<file path="src/two_wire_sensor_measure_master_macros.svh">
// ----------------------------------------------------------------------------
// two-wire sensor master assertion macros
// concurrent checks, left out of synthesis builds
// ----------------------------------------------------------------------------
`ifndef TWO_WIRE_SENSOR_MEASURE_MASTER_MACROS_SVH
`define TWO_WIRE_SENSOR_MEASURE_MASTER_MACROS_SVH

`ifndef SYNTHESIS

// property holds on the same edge
`define TWSM_ASSERT(lbl, ck, rs, prop, msg) \
  lbl: assert property (@(posedge ck) disable iff (rs) (prop)) else $error(msg);

// consequent holds on the following edge
`define TWSM_ASSERT_NEXT(lbl, ck, rs, ante, cons, msg) \
  lbl: assert property (@(posedge ck) disable iff (rs) (ante) |=> (cons)) else $error(msg);

`else

`define TWSM_ASSERT(lbl, ck, rs, prop, msg)
`define TWSM_ASSERT_NEXT(lbl, ck, rs, ante, cons, msg)

`endif

`endif

</file>
<file path="src/twsm_pkg.sv">
// ----------------------------------------------------------------------------
// twsm_pkg
// shared types and constants of the two-wire sensor master
// ----------------------------------------------------------------------------
`default_nettype none

package twsm_pkg;

  // operation codes
  localparam logic [1:0] OP_TICK  = 2'd0;
  localparam logic [1:0] OP_TEMP  = 2'd1;
  localparam logic [1:0] OP_HUMI  = 2'd2;
  localparam logic [1:0] OP_RESET = 2'd3;

  // sensor command bytes
  localparam logic [7:0] CMD_TEMP = 8'h03;
  localparam logic [7:0] CMD_HUMI = 8'h05;

  localparam logic [15:0] TIMEOUT_RESET = 16'hFFFF;

  typedef struct packed {
    logic        clock_line;
    logic        data_release;
    logic        busy_res;
    logic        done_res;
    logic [15:0] measured_value;
    logic [7:0]  checksum_byte;
    logic [1:0]  error_count;
  } res_t;

endpackage

`default_nettype wire

</file>
<file path="src/twsm_seq.sv">
// ----------------------------------------------------------------------------
// twsm_seq
// bus phase sequencer: one line phase per step, result word out
// ----------------------------------------------------------------------------
`default_nettype none

module twsm_seq #(
  parameter int unsigned RESET_PULSES = 9
) (
  input  wire logic             clk,
  input  wire logic             rst,
  input  wire logic             step_en,
  input  wire logic [1:0]       op,
  input  wire logic             din,
  input  wire logic [15:0]      timeout_limit,
  output twsm_pkg::res_t        res
);
  import twsm_pkg::*;

  localparam logic [4:0] PH_IDLE   = 5'd0;
  localparam logic [4:0] PH_RST_HI = 5'd1;
  localparam logic [4:0] PH_RST_LO = 5'd2;
  localparam logic [4:0] PH_ST1    = 5'd3;
  localparam logic [4:0] PH_ST2    = 5'd4;
  localparam logic [4:0] PH_ST3    = 5'd5;
  localparam logic [4:0] PH_ST4    = 5'd6;
  localparam logic [4:0] PH_ST5    = 5'd7;
  localparam logic [4:0] PH_ST6    = 5'd8;
  localparam logic [4:0] PH_WR_LO  = 5'd9;
  localparam logic [4:0] PH_WR_HI  = 5'd10;
  localparam logic [4:0] PH_ACK_LO = 5'd11;
  localparam logic [4:0] PH_ACK_HI = 5'd12;
  localparam logic [4:0] PH_WAIT   = 5'd13;
  localparam logic [4:0] PH_RD_LO  = 5'd14;
  localparam logic [4:0] PH_RD_HI  = 5'd15;
  localparam logic [4:0] PH_RA_LO  = 5'd16;
  localparam logic [4:0] PH_RA_HI  = 5'd17;
  localparam logic [4:0] PH_FIN    = 5'd18;

  localparam logic [4:0] PULSE_COUNT = 5'(RESET_PULSES);

  logic [4:0]  phase, phase_next;
  logic [3:0]  bit_counter, bit_counter_next;
  logic [1:0]  byte_index, byte_index_next;
  logic [7:0]  shift_byte, shift_byte_next;
  logic [15:0] value_store, value_store_next;
  logic [7:0]  checksum_store, checksum_store_next;
  logic [1:0]  error_store, error_store_next;
  logic [15:0] wait_counter, wait_counter_next;

  logic        clk_drv, rel_drv, busy, done;
  logic [4:0]  bit_inc;
  logic [15:0] wait_inc;
  logic [1:0]  err_inc;
  logic [7:0]  shift_in;

  assign bit_inc  = {1'b0, bit_counter} + 5'd1;
  assign wait_inc = wait_counter + 16'd1;
  assign err_inc  = (error_store == 2'd3) ? error_store : error_store + 2'd1;
  assign shift_in = {shift_byte[6:0], din};

  always_comb begin
    phase_next          = phase;
    bit_counter_next    = bit_counter;
    byte_index_next     = byte_index;
    shift_byte_next     = shift_byte;
    value_store_next    = value_store;
    checksum_store_next = checksum_store;
    error_store_next    = error_store;
    wait_counter_next   = wait_counter;
    clk_drv = 1'b0;
    rel_drv = 1'b1;
    busy    = 1'b1;
    done    = 1'b0;

    unique case (phase)
      PH_IDLE: begin
        busy = 1'b0;
        if (op == OP_RESET) begin
          busy             = 1'b1;
          shift_byte_next  = 8'h00;  // zero command marks a reset sequence
          bit_counter_next = 4'd0;
          phase_next       = PH_RST_HI;
        end else if (op != OP_TICK) begin
          busy             = 1'b1;
          shift_byte_next  = (op == OP_TEMP) ? CMD_TEMP : CMD_HUMI;
          bit_counter_next = 4'd0;
          error_store_next = 2'd0;
          phase_next       = PH_ST1;
        end
      end
      PH_RST_HI: begin
        clk_drv    = 1'b1;
        phase_next = PH_RST_LO;
      end
      PH_RST_LO: begin
        if (bit_inc >= PULSE_COUNT) begin
          bit_counter_next = 4'd0;
          phase_next       = PH_ST1;
        end else begin
          bit_counter_next = bit_inc[3:0];
          phase_next       = PH_RST_HI;
        end
      end
      PH_ST1: begin
        clk_drv    = 1'b1;
        phase_next = PH_ST2;
      end
      PH_ST2: begin
        clk_drv    = 1'b1;
        rel_drv    = 1'b0;
        phase_next = PH_ST3;
      end
      PH_ST3: begin
        rel_drv    = 1'b0;
        phase_next = PH_ST4;
      end
      PH_ST4: begin
        clk_drv    = 1'b1;
        rel_drv    = 1'b0;
        phase_next = PH_ST5;
      end
      PH_ST5: begin
        clk_drv    = 1'b1;
        phase_next = PH_ST6;
      end
      PH_ST6: begin
        bit_counter_next = 4'd0;
        phase_next       = (shift_byte == 8'h00) ? PH_FIN : PH_WR_LO;
      end
      PH_WR_LO: begin
        rel_drv    = shift_byte[7];
        phase_next = PH_WR_HI;
      end
      PH_WR_HI: begin
        clk_drv         = 1'b1;
        rel_drv         = shift_byte[7];
        shift_byte_next = {shift_byte[6:0], 1'b0};
        if (bit_inc >= 5'd8) begin
          bit_counter_next = 4'd0;
          phase_next       = PH_ACK_LO;
        end else begin
          bit_counter_next = bit_inc[3:0];
          phase_next       = PH_WR_LO;
        end
      end
      PH_ACK_LO: begin
        phase_next = PH_ACK_HI;
      end
      PH_ACK_HI: begin
        clk_drv = 1'b1;
        if (din) begin
          error_store_next = err_inc;
        end
        wait_counter_next = 16'd0;
        phase_next        = PH_WAIT;
      end
      PH_WAIT: begin
        if (!din) begin
          phase_next = PH_RD_LO;
        end else begin
          wait_counter_next = wait_inc;
          // a limit of zero times out on the first sample
          if (wait_inc >= timeout_limit) begin
            error_store_next = err_inc;
            phase_next       = PH_RD_LO;
          end
        end
        if (phase_next == PH_RD_LO) begin
          byte_index_next  = 2'd0;
          bit_counter_next = 4'd0;
          shift_byte_next  = 8'h00;
        end
      end
      PH_RD_LO: begin
        phase_next = PH_RD_HI;
      end
      PH_RD_HI: begin
        clk_drv         = 1'b1;
        shift_byte_next = shift_in;
        if (bit_inc >= 5'd8) begin
          bit_counter_next = 4'd0;
          if (byte_index == 2'd0) begin
            value_store_next = {shift_in, value_store[7:0]};
          end else if (byte_index == 2'd1) begin
            value_store_next = {value_store[15:8], shift_in};
          end else begin
            checksum_store_next = shift_in;
          end
          phase_next = PH_RA_LO;
        end else begin
          bit_counter_next = bit_inc[3:0];
          phase_next       = PH_RD_LO;
        end
      end
      PH_RA_LO: begin
        rel_drv    = (byte_index >= 2'd2);
        phase_next = PH_RA_HI;
      end
      PH_RA_HI: begin
        clk_drv = 1'b1;
        rel_drv = (byte_index >= 2'd2);
        if (byte_index >= 2'd2) begin
          byte_index_next = 2'd0;
          phase_next      = PH_FIN;
        end else begin
          byte_index_next = byte_index + 2'd1;
          shift_byte_next = 8'h00;
          phase_next      = PH_RD_LO;
        end
      end
      PH_FIN: begin
        busy       = 1'b0;
        done       = 1'b1;
        phase_next = PH_IDLE;
      end
      default: begin
        busy       = 1'b0;
        phase_next = PH_IDLE;
      end
    endcase
  end

  always_ff @(posedge clk) begin
    if (rst) begin
      phase          <= PH_IDLE;
      bit_counter    <= 4'd0;
      byte_index     <= 2'd0;
      shift_byte     <= 8'h00;
      value_store    <= 16'h0000;
      checksum_store <= 8'h00;
      error_store    <= 2'd0;
      wait_counter   <= 16'h0000;
    end else if (step_en) begin
      phase          <= phase_next;
      bit_counter    <= bit_counter_next;
      byte_index     <= byte_index_next;
      shift_byte     <= shift_byte_next;
      value_store    <= value_store_next;
      checksum_store <= checksum_store_next;
      error_store    <= error_store_next;
      wait_counter   <= wait_counter_next;
    end
  end

  always_comb begin
    res.clock_line     = clk_drv;
    res.data_release   = rel_drv;
    res.busy_res       = busy;
    res.done_res       = done;
    res.measured_value = value_store_next;
    res.checksum_byte  = checksum_store_next;
    res.error_count    = error_store_next;
  end

endmodule

`default_nettype wire

</file>
<file path="src/twsm_outreg.sv">
// ----------------------------------------------------------------------------
// twsm_outreg
// result register with valid/stall handshake
// ----------------------------------------------------------------------------
`default_nettype none

module twsm_outreg (
  input  wire logic           clk,
  input  wire logic           rst,
  input  wire logic           load,
  input  wire twsm_pkg::res_t res_in,
  output logic                ready,
  output logic                out_valid,
  input  wire logic           out_stall,
  output twsm_pkg::res_t      res_out
);
  import twsm_pkg::*;

  // free when empty or when the held word leaves this edge
  assign ready = !out_valid || !out_stall;

  always_ff @(posedge clk) begin
    if (rst) begin
      out_valid <= 1'b0;
    end else if (load) begin
      out_valid <= 1'b1;
    end else if (!out_stall) begin
      out_valid <= 1'b0;
    end
  end

  always_ff @(posedge clk) begin
    if (load) begin
      res_out <= res_in;
    end
  end

endmodule

`default_nettype wire

</file>
<file path="src/two_wire_sensor_measure_master.sv">
// ----------------------------------------------------------------------------
// two_wire_sensor_measure_master
// two-wire sensor bus master: connection reset, start, command, acknowledge, wait, three reads
// ----------------------------------------------------------------------------
//   channel   signals                            direction  word
//   input     in_valid / in_stall                in         operation, data_line
//   result    out_valid / out_stall              out        line levels, status, stores
//   config    cfg_write_en / cfg_write_data      in         timeout_limit
//
// one word in, one word out; a word is held in the input register and is stepped
// through the phase sequencer into the result register when that register is free,
// so a new word is taken every cycle while the result side is not stalled
// rst is synchronous; it empties both registers and returns the bus to idle
// a stall on the result side holds the result word and then the input word
`default_nettype none

`include "two_wire_sensor_measure_master_macros.svh"

module two_wire_sensor_measure_master #(
  parameter int unsigned RESET_PULSES = 9
) (
  input  wire logic        clk,
  input  wire logic        rst,
  input  wire logic        in_valid,
  output logic             in_stall,
  input  wire logic [1:0]  operation,
  input  wire logic        data_line,
  output logic             out_valid,
  input  wire logic        out_stall,
  output logic             clock_line,
  output logic             data_release,
  output logic             busy_res,
  output logic             done_res,
  output logic [15:0]      measured_value,
  output logic [7:0]       checksum_byte,
  output logic [1:0]       error_count,
  input  wire logic        cfg_write_en,
  input  wire logic [15:0] cfg_write_data
);
  import twsm_pkg::*;

  logic        ir_valid;
  logic [1:0]  ir_op;
  logic        ir_din;
  logic        out_ready;
  logic        advance;
  logic [15:0] timeout_limit;
  res_t        step_res;
  res_t        out_res;

  assign advance  = ir_valid && out_ready;
  assign in_stall = ir_valid && !out_ready;

  always_ff @(posedge clk) begin
    if (rst) begin
      timeout_limit <= TIMEOUT_RESET;
    end else if (cfg_write_en) begin
      timeout_limit <= cfg_write_data;
    end
  end

  // input register
  always_ff @(posedge clk) begin
    if (rst) begin
      ir_valid <= 1'b0;
    end else if (!in_stall) begin
      ir_valid <= in_valid;
    end
  end

  always_ff @(posedge clk) begin
    if (in_valid && !in_stall) begin
      ir_op  <= operation;
      ir_din <= data_line;
    end
  end

  twsm_seq #(
    .RESET_PULSES (RESET_PULSES)
  ) u_seq (
    .clk           (clk),
    .rst           (rst),
    .step_en       (advance),
    .op            (ir_op),
    .din           (ir_din),
    .timeout_limit (timeout_limit),
    .res           (step_res)
  );

  twsm_outreg u_outreg (
    .clk       (clk),
    .rst       (rst),
    .load      (advance),
    .res_in    (step_res),
    .ready     (out_ready),
    .out_valid (out_valid),
    .out_stall (out_stall),
    .res_out   (out_res)
  );

  assign clock_line     = out_res.clock_line;
  assign data_release   = out_res.data_release;
  assign busy_res       = out_res.busy_res;
  assign done_res       = out_res.done_res;
  assign measured_value = out_res.measured_value;
  assign checksum_byte  = out_res.checksum_byte;
  assign error_count    = out_res.error_count;

  `TWSM_ASSERT(a_done_idle, clk, rst, !(out_valid && done_res) || (!busy_res && !clock_line), "done word must be idle with clock low")
  `TWSM_ASSERT(a_idle_lines, clk, rst, !(out_valid && !busy_res) || (!clock_line && data_release), "idle word must release the bus")
  `TWSM_ASSERT(a_err_range, clk, rst, !out_valid || (error_count != 2'd3), "error count beyond two")
  `TWSM_ASSERT_NEXT(a_step_loads, clk, rst, advance, out_valid, "stepped word not in result register")

endmodule

`default_nettype wire

</file>
<file path="config.mk">
export PLATFORM = sky130hd
export DESIGN_NAME = two_wire_sensor_measure_master
export DESIGN_NICKNAME = d
export VERILOG_FILES = /design/src/twsm_pkg.sv /design/src/twsm_seq.sv /design/src/twsm_outreg.sv /design/src/two_wire_sensor_measure_master.sv
export VERILOG_INCLUDE_DIRS = /design/src /design/src/src
export SDC_FILE = /design/constraint.sdc
export NUM_CORES = 1
export LEC_CHECK = 0
export ABC_AREA = 1
export BUFFER_PORTS_ARGS = -buffer_cell sky130_fd_sc_hd__buf_4
export CAP_MARGIN = 20
export CELL_PAD_IN_SITES_DETAIL_PLACEMENT = 0
export CELL_PAD_IN_SITES_GLOBAL_PLACEMENT = 2
export CORE_UTILIZATION = 31
export DETAILED_ROUTE_END_ITERATION = 8
export GPL_TIMING_DRIVEN = 0
export PLACE_DENSITY = 0.74
export SETUP_SLACK_MARGIN = 0.15
export SYNTH_ARGS = -nofsm -noshare
export SYNTH_HDL_FRONTEND = slang
export SYNTH_SLANG_ARGS = --single-unit
export TNS_END_PERCENT = 100
</file>
<file path="constraint.sdc">
create_clock -name clk -period 2.9 [get_ports clk]
set_clock_uncertainty 0.15 [all_clocks]
set_input_delay 0.435 -clock clk [delete_from_list [all_inputs] [get_ports clk]]
set_output_delay 0.435 -clock clk [all_outputs]
set_load 0.005 [all_outputs]
</file>
==> qor_table.md, run 1 <==
| Metric | This run | Unit |
|:---|:---|:---|
| RSZ-0062 raised after global routing | true | - |
| Combinational family with the most area after synthesis | simple AND/OR/NAND/NOR gates | - |
| Row cnt | 48 | - |
| F_max | 0.357 | GHz |
| Overall die area | 18700 | µm² |
| Core area | 17500 | µm² |
| Maximum level of the CTS H-tree | 3 | - |
| #FFs+latches synth | 112 | - |
| Critical Path Source Type | register | - |
| Type of the worst setup path | reg2reg | - |
| Initial antenna violation count | 0 | - |
| Number of antenna diodes | 0 | - |
| Static leakage | 3.23 | nW |
| Clock period minus worst slack | 2.80 | ns |
| Number of buffers added by the clock tree synthesis step | 9 | - |
| Final core area utilization | 0.404 | - |
| Xor-xnor portion of the synthesized cell area | 0.0217 | - |
| Top Layer Used | met4 | - |
| Part of the power in registers | 0.510 | - |
| Cell accounting for the most synthesized area | dfxtp_1 | - |
| Sequential element share of the synthesized area | 0.456 | - |
| Part of the total power dissipated in combinational logic | 0.119 | - |
| Initial Utilization | 0.322 | - |
| Top post-synthesis cells by area | dfxtp_1, edfxtp_1, nand2_1 | - |
| GRT Overall Usage | 0.178 | - |
| Weighted congestion reported at the end of routability-driven placement | 0.870 | - |
| DR WL met2 | 7280 | µm |
| Port bufs | 54 | - |
| Mapped Cells | 762 | - |
| Number of distinct library cells after synthesis | 34 | - |
| Critical path required time | 3.01 | ns |
| Pre-CTS setup slack | -0.513 | ns |
| Multiplexer share of the synthesized area | 0 | - |
| Routed wl met3 | 570 | µm |
| Clock-pin transition on the worst setup and hold timing paths | 0.08 | ns |
| Wire per inst | 14.7 | µm |
| Number of failing hold endpoints at the final stage | 0 | - |
| Sw Pwr | 885 | µW |
| Kind of end point of the critical path | register | - |
| Dpl hpwl | 11600 | µm |
| Hold_ws | 0.110 | ns |
| Routed metal-1 wire length | 7830 | µm |
| Maximum buffer depth of the clock tree | 2 | - |
| Worst IR Drop VDD | 0.314 | mV |
| Insertion delay of the later-clocked pin in the worst-skew pair | 0.36 | ns |
| Number of global-route vias before repair | 4844 | - |
| Hold Crit Class | in2reg | - |
| DP Area | 6350 | µm² |
| Count of fill cells added during filler insertion | 1812 | - |
| Share of total power consumed by net switching | 0.260 | - |
| Avg Cell Area, Syn | 7.40 | µm² |
| Leading cell types in the layout, fill and taps excluded | nand2_1, nor2_1, inv_1, o21ai_0 | - |
| Maximum number of pins on one net before global-route repair | 33 | - |
| Global-route wire length before repair | 25200 | µm |
| Ratio of cells with drive above 1 in the final layout | 0.217 | - |
| Area growth syn-to-layout | 25.5 | % |
| Root Buffer | clkbuf_16 | - |
| Endpoints failing setup | 0 | - |
| Final std cell area, no fill | 7080 | µm² |
| Post-detailed-route via-to-cell ratio | 4.68 | - |
| Net count after synthesis | 805 | - |
| Layout Nets | 891 | - |
| Max-slew violations | 0 | - |
| Io pins | 56 | - |
| Status | finished clean | - |
| Area fraction in compound gates after synthesis | 0.151 | - |
| CP Cell Sequence | ha_4 -> nand2_4 -> nor2_4 -> nand3_4 -> nor2_4 -> nand2_4 -> inv_2 -> nand2_2 -> xor2_2 -> ha_1 -> nand2_2 -> nor2_4 -> a21oi_4 -> nand3_4 -> nand2_4 -> buf_6 -> nand2_1 -> nand2_1 -> nor2_1 | - |
| Yosys top cell area share | 0.280 | - |
| Syn Std Cell Area | 5640 | µm² |
| Gr ovfl total | 0 | - |
| Residual DRC | 0 | - |
| Final Power | 3.40 | mW |
| YS warnings | 0 | - |
| DRT Wirelength | 15800 | µm |
| Post-synthesis share of cell area spent on full adders, half adders and majority gates | 0.0421 | - |
| Final critical-path share of the clock period | 0.966 | - |
| Antenna-violating nets left | 0 | - |
| Worst-path maximum fanout | 7 | - |
| Clock network fraction of total power | 0.371 | - |
| Vertical die dimension | 137 | µm |
| Fraction of the mapped netlist area in simple logic gates | 0.234 | - |
| Final worst-path setup slack | 0.0978 | ns |
| Count of vias placed by the detailed router | 5040 | - |
| CTS tree | yes | - |
| Drt first-iter violations | 263 | - |
| Transition time at the pin with the least slew margin | 0.721 | ns |
| Clock sink total | 112 | - |
| Number of detailed-routing iterations run before antenna repair | 4 | - |
| CP arrival | 2.91 | ns |
| Most common library cell in the layout ignoring fill and taps | nand2_1 | - |
| Number of violations of the max-capacitance limit | 0 | - |
| Max stage delay cell, worst path | dfxtp_4 | - |
| DIE WIDTH | 137 | µm |
| Worst slew slack as a fraction of its limit | 0.520 | - |
| Longest individual stage delay on the worst path | 0.38 | ns |
| Power density relative to cell area | 480 | nW/µm² |
| Internal power component | 2.51 | mW |
[cell families after synthesis]
family	after synthesis
compound gates	163
simple gates	316
flops	112
buf+inv	138
xor+xnor	14
fa+ha+maj	19
[synthesized netlist by cell type]
library cell / n
nand2_1: 150
nor2_1: 113
inv_1: 99
o21ai_0: 82
dfxtp_1: 79
a21oi_1: 62
edfxtp_1: 33
ha_1: 19
clkbuf_1: 16
nand3_1: 16
inv_2: 15
xor2_1: 12
nand4_1: 8
nand2_2: 7
nor3_1: 7
o21ai_1: 7
nor2_2: 5
nor2_4: 5
buf_2: 4
a211oi_1: 3
nor4_1: 3
a22oi_1: 2
a31oi_1: 2
nand3_2: 2
xnor2_1: 2
a21oi_2: 1
buf_1: 1
buf_4: 1
buf_6: 1
clkinv_1: 1
o211ai_1: 1
o211ai_2: 1
o21bai_1: 1
o221ai_1: 1
[layer usage]
layer | up-vias | global-route usage
met1 | 2313 | 0.242
met4 | 0 | 0.0415
met5 | - | 0
met2 | 95 | 0.294
met3 | 9 | 0.0285
li1 | 2623 | -
[cell type report]
type                    count  area, µm²  share of cell area
plain buffers              23        104              0.0147
clock buffers              10        229              0.0324
clock inverters             5       56.3             0.00796
inverters                 115        434              0.0614
multi-input cells         512       2790               0.395
flip-flops and latches    112       2590               0.366
well taps                 225        282              0.0398
repair buffers             75        591              0.0835
[worst max-delay path, delay by kind of cell, from the launching register on]
family,cells,cell delay [ns]
and+or+nand+nor,13,1.17
adders and majority gates,2,0.43
buffers and inverters,2,0.18
xor gates and xnor gates,1,0.18
AOI/OAI and AO/OA,1,0.21
DFF,1,0.38
[metrics by stage]
stage / TNS (ns) / cells
after floorplan: 0 / 762
after global placement: -28.03 / 1041
after detailed placement: -7.85 / 1042
after CTS: 0 / 1073
after global routing: -0.388 / 1077
final: 0 / 1077
[final timing paths]
kind / start / to / slack, ns / depth (start not counted)
setup / recovery: u_seq.wait_counter[0] / u_seq.shift_byte[6] / 0.1 / 19
hold / removal: operation[1] / ir_op[1] / 0.11 / 1
setup reg to reg: u_seq.wait_counter[0] / u_seq.shift_byte[6] / 0.1 / 19
hold reg to reg: timeout_limit[1] / timeout_limit[1] / 0.32 / 2
[power by group through the flow]
stage / Sequential (mW) / Combinational (mW) / Clock, mW
4_1_cts: 1.74 / 0.405 / 1.30
5_1_grt: 1.74 / 0.468 / 1.34
3_5_place_dp: 1.77 / 0.393 / 0
2_1_floorplan: 1.77 / 0.240 / 0
6_report: 1.73 / 0.405 / 1.26
3_3_place_gp: 1.77 / 0.386 / 0
[registers in the layout, summed over array words and instances (netlist names), 2 cells and up]
| register | flops |
|---|---|
| ir_op | 2 |
| timeout_limit | 16 |
| u_outreg.res_out | 30 |
| u_seq.bit_counter | 4 |
| u_seq.byte_index | 2 |
| u_seq.checksum_store | 8 |
| u_seq.error_store | 2 |
| u_seq.phase | 5 |
| u_seq.shift_byte | 8 |
| u_seq.value_store | 16 |
| u_seq.wait_counter | 16 |
[what timing repair did]
action,4_1_cts,5_1_grt
setup buffers,15,4
pin swaps,24,27
resized for setup,50,34
hold buffers,0,0
gates cloned,1,0
setup endpoints to repair,20,20
endpoints found under the hold margin,0,0
No activity file was read; power rests on OpenSTA's default activity.
==> run 2: changes to the inputs <==
--- a/config.mk
+++ b/config.mk
@@ -15,6 +15,7 @@
 export DETAILED_ROUTE_END_ITERATION = 8
 export GPL_TIMING_DRIVEN = 0
 export PLACE_DENSITY = 0.74
+export RECOVER_POWER = 25
 export SETUP_SLACK_MARGIN = 0.15
 export SYNTH_ARGS = -nofsm -noshare
 export SYNTH_HDL_FRONTEND = slang
==> qor_table.md, run 2 (synthesis gave the netlist of run 1 again) <==
| Metric | This run | Unit |
|:---|:---|:---|
| Weighted congestion reported at the end of routability-driven placement | 0.870 | - |
| Row cnt | 48 | - |
| Number of instances in the placed design | 1042 | - |
| Clock-pin transition on the worst setup and hold timing paths | 0.08 | ns |
| Worst R2R End | u_seq.shift_byte[6] | - |
| F_max | 0.357 | GHz |
| Maximum buffer depth of the clock tree | 2 | - |
| Endpoints failing setup | 0 | - |
| CP top delay family | simple AND/OR/NAND/NOR gates | - |
| Type of the worst setup path | reg2reg | - |
| Flop2flop setup slack | 0.1 | ns |
| Hold Crit Class | in2reg | - |
| Count of buffer and inverter cells on the critical path | 2 | - |
| Vertical die dimension | 137 | µm |
| Final Power | 3.40 | mW |
| Io pins | 56 | - |
| Worst min-delay path endpoint | ir_op[1] | - |
| Dpl hpwl | 11600 | µm |
| Most common library cell in the layout ignoring fill and taps | nand2_1 | - |
| Final critical-path share of the clock period | 0.966 | - |
| Count of fill cells added during filler insertion | 1812 | - |
| Number of buffers added by the clock tree synthesis step | 9 | - |
| Largest register by flop count | u_outreg.res_out | - |
| Transition time at the pin with the least slew margin | 0.721 | ns |
| Worst IR Drop VDD | 0.313 | mV |
| Drt first-iter violations | 265 | - |
| GRT Overall Usage | 0.178 | - |
| Reg2reg start | u_seq.wait_counter[0] | - |
| Number of antenna diodes | 0 | - |
| Static leakage | 3.23 | nW |
| Worst-path maximum fanout | 7 | - |
| Maximum number of pins on one net before global-route repair | 33 | - |
| DRT Wirelength | 15800 | µm |
| Insertion delay of the later-clocked pin in the worst-skew pair | 0.36 | ns |
| Wire per inst | 14.7 | µm |
| TNS Setup | 0 | ns |
| Leading cell types in the layout, fill and taps excluded | nand2_1, nor2_1, inv_1, o21ai_0, dfxtp_1 | - |
| Maximum level of the CTS H-tree | 3 | - |
| Status | finished clean | - |
| Worst slew slack as a fraction of its limit | 0.519 | - |
| Number of detailed-routing iterations run before antenna repair | 4 | - |
| Min-Delay Startpoint | operation[1] | - |
| Max stage delay cell, worst path | dfxtp_4 | - |
| Post-cts hold buffer count | 0 | - |
| Count of vias placed by the detailed router | 5032 | - |
| CP Cell Sequence | ha_4 -> nand2_4 -> nor2_4 -> nand3_4 -> nor2_4 -> nand2_4 -> inv_2 -> nand2_2 -> xor2_2 -> ha_1 -> nand2_2 -> nor2_4 -> a21oi_4 -> nand3_4 -> nand2_4 -> buf_6 -> nand2_1 -> nand2_1 -> nor2_1 | - |
| Root Buffer | clkbuf_16 | - |
| Longest individual stage delay on the worst path | 0.38 | ns |
| Number of failing hold endpoints at the final stage | 0 | - |
| Power density relative to cell area | 480 | nW/µm² |
| Initial antenna violation count | 0 | - |
| Worst Hold Path Cells | 1 | - |
| Hold_ws | 0.135 | ns |
| Critical path required time | 3.01 | ns |
| Port bufs | 54 | - |
| Post-detailed-route via-to-cell ratio | 4.67 | - |
| Logic depth of the worst register-to-register path | 19 | - |
| DIE WIDTH | 137 | µm |
| Post-route insts no fill | 1077 | - |
| Ratio of cells with drive above 1 in the final layout | 0.217 | - |
| Kind of end point of the critical path | register | - |
| RSZ-0062 raised after global routing | true | - |
| Gr ovfl total | 0 | - |
| Max FFs per register | 30 | - |
| Number of violations of the max-capacitance limit | 0 | - |
| Residual DRC | 0 | - |
| Critical Path Source Type | register | - |
| Clock sink total | 112 | - |
| Layout Nets | 891 | - |
| Number of global-route vias before repair | 4844 | - |
| Overall die area | 18700 | µm² |
| Area growth syn-to-layout | 25.5 | % |
| Core area | 17500 | µm² |
| Antenna-violating nets left | 0 | - |
| Max-slew violations | 0 | - |
| Global-route wire length before repair | 25200 | µm |
| CP arrival | 2.91 | ns |
| Clock period minus worst slack | 2.80 | ns |
| CTS tree | yes | - |
| Initial Utilization | 0.322 | - |
[run 2: cell types whose count changed in the layout (fill, tap and decap cells not counted), sizes merged]
cell,change
buf,-21
clkbuf,+21
[run 2: where the power goes]
group	internal, mW	switching (mW)
clock network	0.669	0.591
logic	0.149	0.255
registers	1.69	0.0386
[run 2: area by class of cell]
cell class	count	area (µm²)	area share
Sequential cell	112	2590	0.366
Clock buffer	10	229	0.0324
Clock inverter	5	56.3	0.00796
Inverter	115	434	0.0614
Multi-Input combinational cell	512	2790	0.395
Tap cell	225	282	0.0398
Timing Repair Buffer	75	591	0.0835
Buffer	23	104	0.0147
[run 2: timing repair]
action / in CTS / in global routing
setup endpoints to repair: 20 / 20
buffers inserted: 15 / 4
resized for setup: 50 / 34
cloned: 1 / 0
pin swaps: 24 / 27
hold endpoints to repair: 0 / 0
[run 2: metal layers]
layer  GRT usage  up-vias  part of all wire
li1            -     2618                 -
met1       0.242     2309              0.50
met2       0.294       96              0.46
met3      0.0285        9             0.031
met4      0.0415        0            0.0091
met5           0        -                 0
[run 2: worst max-delay path by stage]
stage / start / end / slack, ns / depth (start not counted)
floorplan: u_seq.wait_counter[0] / u_seq.shift_byte[6] / 0.18 / 19
global placement: out_stall / u_outreg.res_out[18] / -0.54 / 5
detailed placement: u_seq.wait_counter[0] / u_seq.shift_byte[6] / -0.51 / 19
CTS: u_seq.wait_counter[1] / u_seq.phase[1] / 0.05 / 18
global route: u_seq.wait_counter[0] / u_outreg.res_out[0] / -0.07 / 18
finish: u_seq.wait_counter[0] / u_seq.shift_byte[6] / 0.1 / 19
[run 2: through the flow]
step | instance area, µm² | setup WS (ns) | util
6_report | 7080 | 0.0978 | 0.404
5_1_grt | 7080 | -0.0726 | 0.404
4_1_cts | 6910 | 0.0513 | 0.394
3_5_place_dp | 6350 | -0.513 | 0.362
3_3_place_gp | 6330 | -0.542 | 0.361
2_1_floorplan | 5640 | 0.185 | -
[run 2: worst reg2reg max path: cells and delay by family (launching register included)]
family	cells	cell delay (ns)
adder cells (fa/ha/maj)	2	0.43
AO/OA/AOI/OAI	1	0.21
buffers and inverters	2	0.18
flip-flops	1	0.38
AND/OR/NAND/NOR	13	1.17
XOR/XNOR	1	0.18
==> run 3: changes to the inputs <==
--- a/config.mk
+++ b/config.mk
@@ -11,10 +11,10 @@
 export CAP_MARGIN = 20
 export CELL_PAD_IN_SITES_DETAIL_PLACEMENT = 0
 export CELL_PAD_IN_SITES_GLOBAL_PLACEMENT = 2
-export CORE_UTILIZATION = 31
+export CORE_UTILIZATION = 37
 export DETAILED_ROUTE_END_ITERATION = 8
 export GPL_TIMING_DRIVEN = 0
-export PLACE_DENSITY = 0.74
+export PLACE_DENSITY = 0.83
 export RECOVER_POWER = 25
 export SETUP_SLACK_MARGIN = 0.15
 export SYNTH_ARGS = -nofsm -noshare
==> constraint.sdc (replaced) <==
create_clock -name clk -period 3.55 [get_ports clk]
set_clock_uncertainty 0.15 [all_clocks]
set_input_delay 0.5325 -clock clk [delete_from_list [all_inputs] [get_ports clk]]
set_output_delay 0.5325 -clock clk [all_outputs]
set_load 0.005 [all_outputs]
==> qor_table.md, run 3 (synthesis gave the netlist of run 1 again) <==
| Metric | This run | Unit |
|:---|:---|:---|
| Endpoints failing setup | 0 | - |
| Drt first-iter violations | 306 | - |
| Most used cell along the critical path | nand2_1 | - |
| Port bufs | 54 | - |
| Launch point of the critical path | u_seq.wait_counter[2] | - |
| Number of buffers added by the clock tree synthesis step | 9 | - |
| Met3 capacity usage during global routing | 0.0364 | - |
| Part of the total power dissipated in combinational logic | 0.114 | - |
| Wire per inst | 14.6 | µm |
| Maximum number of pins on one net before global-route repair | 36 | - |
| Internal power component | 2.06 | mW |
| Worst slew slack as a fraction of its limit | 0.533 | - |
| Clock period minus worst slack | 3.07 | ns |
| Post-detailed-route via-to-cell ratio | 4.96 | - |
| Failing checks | design-rule violations | - |
| Ratio of cells with drive above 1 in the final layout | 0.145 | - |
| Root Buffer | clkbuf_16 | - |
| Share of total power consumed by net switching | 0.264 | - |
| Type of the worst setup path | reg2reg | - |
| Maximum buffer depth of the clock tree | 2 | - |
| GRT Overall Usage | 0.199 | - |
| DRT Wirelength | 14900 | µm |
| Part of the power in registers | 0.506 | - |
| CTS tree | yes | - |
| Row cnt | 44 | - |
| Most common library cell in the layout ignoring fill and taps | nand2_1 | - |
| Clock-pin transition on the worst setup and hold timing paths | 0.07 | ns |
| Layout Nets | 873 | - |
| Number of global-route vias before repair | 4791 | - |
| Flop2flop setup slack | 0.48 | ns |
| Longest individual stage delay on the worst path | 0.39 | ns |
| Clock network fraction of total power | 0.380 | - |
| Worst IR Drop VDD | 0.279 | mV |
| Static leakage | 3.08 | nW |
| Number of antenna diodes | 0 | - |
| Peak-usage layer in the global routing report | met2 | - |
| Initial Utilization | 0.384 | - |
| Number of violations of the max-capacitance limit | 0 | - |
| Vertical die dimension | 125 | µm |
| Worst Hold Path Cells | 1 | - |
| Worst-path maximum fanout | 4 | - |
| Reg2reg start | u_seq.wait_counter[2] | - |
| Final critical-path share of the clock period | 0.863 | - |
| Weighted congestion reported at the end of routability-driven placement | 0.908 | - |
| Critical Path Source Type | register | - |
| Transition time at the pin with the least slew margin | 0.701 | ns |
| Count of vias placed by the detailed router | 5057 | - |
| Sw Pwr | 738 | µW |
| RSZ-0062 raised after global routing | false | - |
| Logic depth of the worst register-to-register path | 16 | - |
| Max-slew violations | 0 | - |
| Status | finished with violations | - |
| Leading cell types in the layout, fill and taps excluded | nand2_1, nor2_1, inv_1, o21ai_0, dfxtp_1 | - |
| Gr ovfl total | 0 | - |
| Global-route wire length before repair | 24400 | µm |
| Initial antenna violation count | 0 | - |
| Area growth syn-to-layout | 18.1 | % |
| Capture point of the critical path | u_seq.error_store[1] | - |
| Met2 GRT Util | 0.310 | - |
| Io pins | 56 | - |
| Number of failing hold endpoints at the final stage | 0 | - |
| Critical path required time | 3.65 | ns |
| Insertion delay of the later-clocked pin in the worst-skew pair | 0.36 | ns |
| Clock sink total | 112 | - |
| Overall die area | 15700 | µm² |
| Number of detailed-routing iterations run before antenna repair | 8 | - |
| Post-route insts no fill | 1019 | - |
| CP Cell Sequence | nand2_1 -> nor2_4 -> nand3_1 -> nor2_1 -> nand2_1 -> nor2_1 -> xor2_1 -> ha_1 -> a21oi_1 -> o21ai_0 -> a21oi_2 -> nand2_1 -> o21ai_0 -> nand2_1 -> o21ai_0 -> inv_1 | - |
| Power density relative to cell area | 420 | nW/µm² |
| Largest register by flop count | u_outreg.res_out | - |
| Worst R2R End | u_seq.error_store[1] | - |
| Dpl hpwl | 11100 | µm |
| Antenna-violating nets left | 0 | - |
| Hold Crit Class | in2reg | - |
| TNS Setup | 0 | ns |
| Maximum level of the CTS H-tree | 3 | - |
| Max stage delay cell, worst path | dfxtp_1 | - |
| Met1 Resource Use GR | 0.276 | - |
| DIE WIDTH | 125 | µm |
| Residual DRC | 7 | - |
| Max FFs per register | 30 | - |
| Count of fill cells added during filler insertion | 1490 | - |
| F_max | 0.326 | GHz |
| Core area | 14700 | µm² |
| Kind of end point of the critical path | register | - |
| CP arrival | 3.17 | ns |
| Number of instances in the placed design | 1001 | - |
==> run 3: through the flow <==
stage	util	total power, mW	instance area (µm²)	hold slack (ns)	setup slack [ns]
final	0.453	2.80	6660	0.220	0.485
after global routing	0.453	2.92	6660	0.205	0.163
after detailed placement	0.428	1.76	6300	0.312	0.149
after CTS	0.449	2.83	6600	0.183	0.227
after floorplan	-	1.64	5640	0.285	0.775
after global placement	0.427	1.76	6280	0.304	0.0852
==> run 3: worst min path at each step <==
stage                startpoint               end  slack [ns]
5_1_grt            operation[1]          ir_op[1]        0.20
3_5_place_dp   timeout_limit[4]  timeout_limit[4]        0.31
6_report           operation[0]          ir_op[0]        0.22
2_1_floorplan  timeout_limit[0]  timeout_limit[0]        0.28
3_3_place_gp   timeout_limit[0]  timeout_limit[0]        0.30
4_1_cts            operation[1]          ir_op[1]        0.18
==> run 3: power by group through the flow <==
stage,Clock [mW],Sequential (mW),Combinational (mW)
finish,1.06,1.42,0.318
global route,1.14,1.42,0.359
CTS,1.09,1.42,0.321
detailed placement,0,1.45,0.319
global placement,0,1.45,0.311
floorplan,0,1.44,0.196
==> run 3: repair_timing <==
item                                   4_1_cts  5_1_grt
hold buffers                                 0        0
pin swaps                                    0        3
buffers inserted                             0        2
resized for setup                            1        9
endpoints found under the hold margin        0        0
setup endpoints to repair                    2       20
==> run 3: routing by layer <==
| metal | part of all wire | vias to the layer above | wire (µm) |
|---|---|---|---|
| li1 | - | 2583 | - |
| met1 | 0.50 | 2310 | 7370 |
| met2 | 0.44 | 137 | 6480 |
| met3 | 0.044 | 27 | 656 |
| met4 | 0.023 | 0 | 342 |
| met5 | 0 | - | 0 |
==> run 3: cell type report <==
cell class / count / area [µm²] / area share
multi-input combinational: 512 / 2580 / 0.387
sequential: 112 / 2570 / 0.386
timing repair buffer: 57 / 440 / 0.0661
inverter: 115 / 432 / 0.0648
tap: 184 / 230 / 0.0346
clock buffer: 10 / 229 / 0.0344
buffer: 23 / 104 / 0.0156
clock inverter: 6 / 73.8 / 0.0111
==> run 3: worst max-delay path, delay by kind of cell (launching register included) <==
family,cells,cell delay [ns]
XOR/XNOR,1,0.23
AO/OA/AOI/OAI,5,0.81
adder cells (fa/ha/maj),1,0.28
buffers and inverters,1,0.05
flip-flops,1,0.39
AND/OR/NAND/NOR,8,1.05
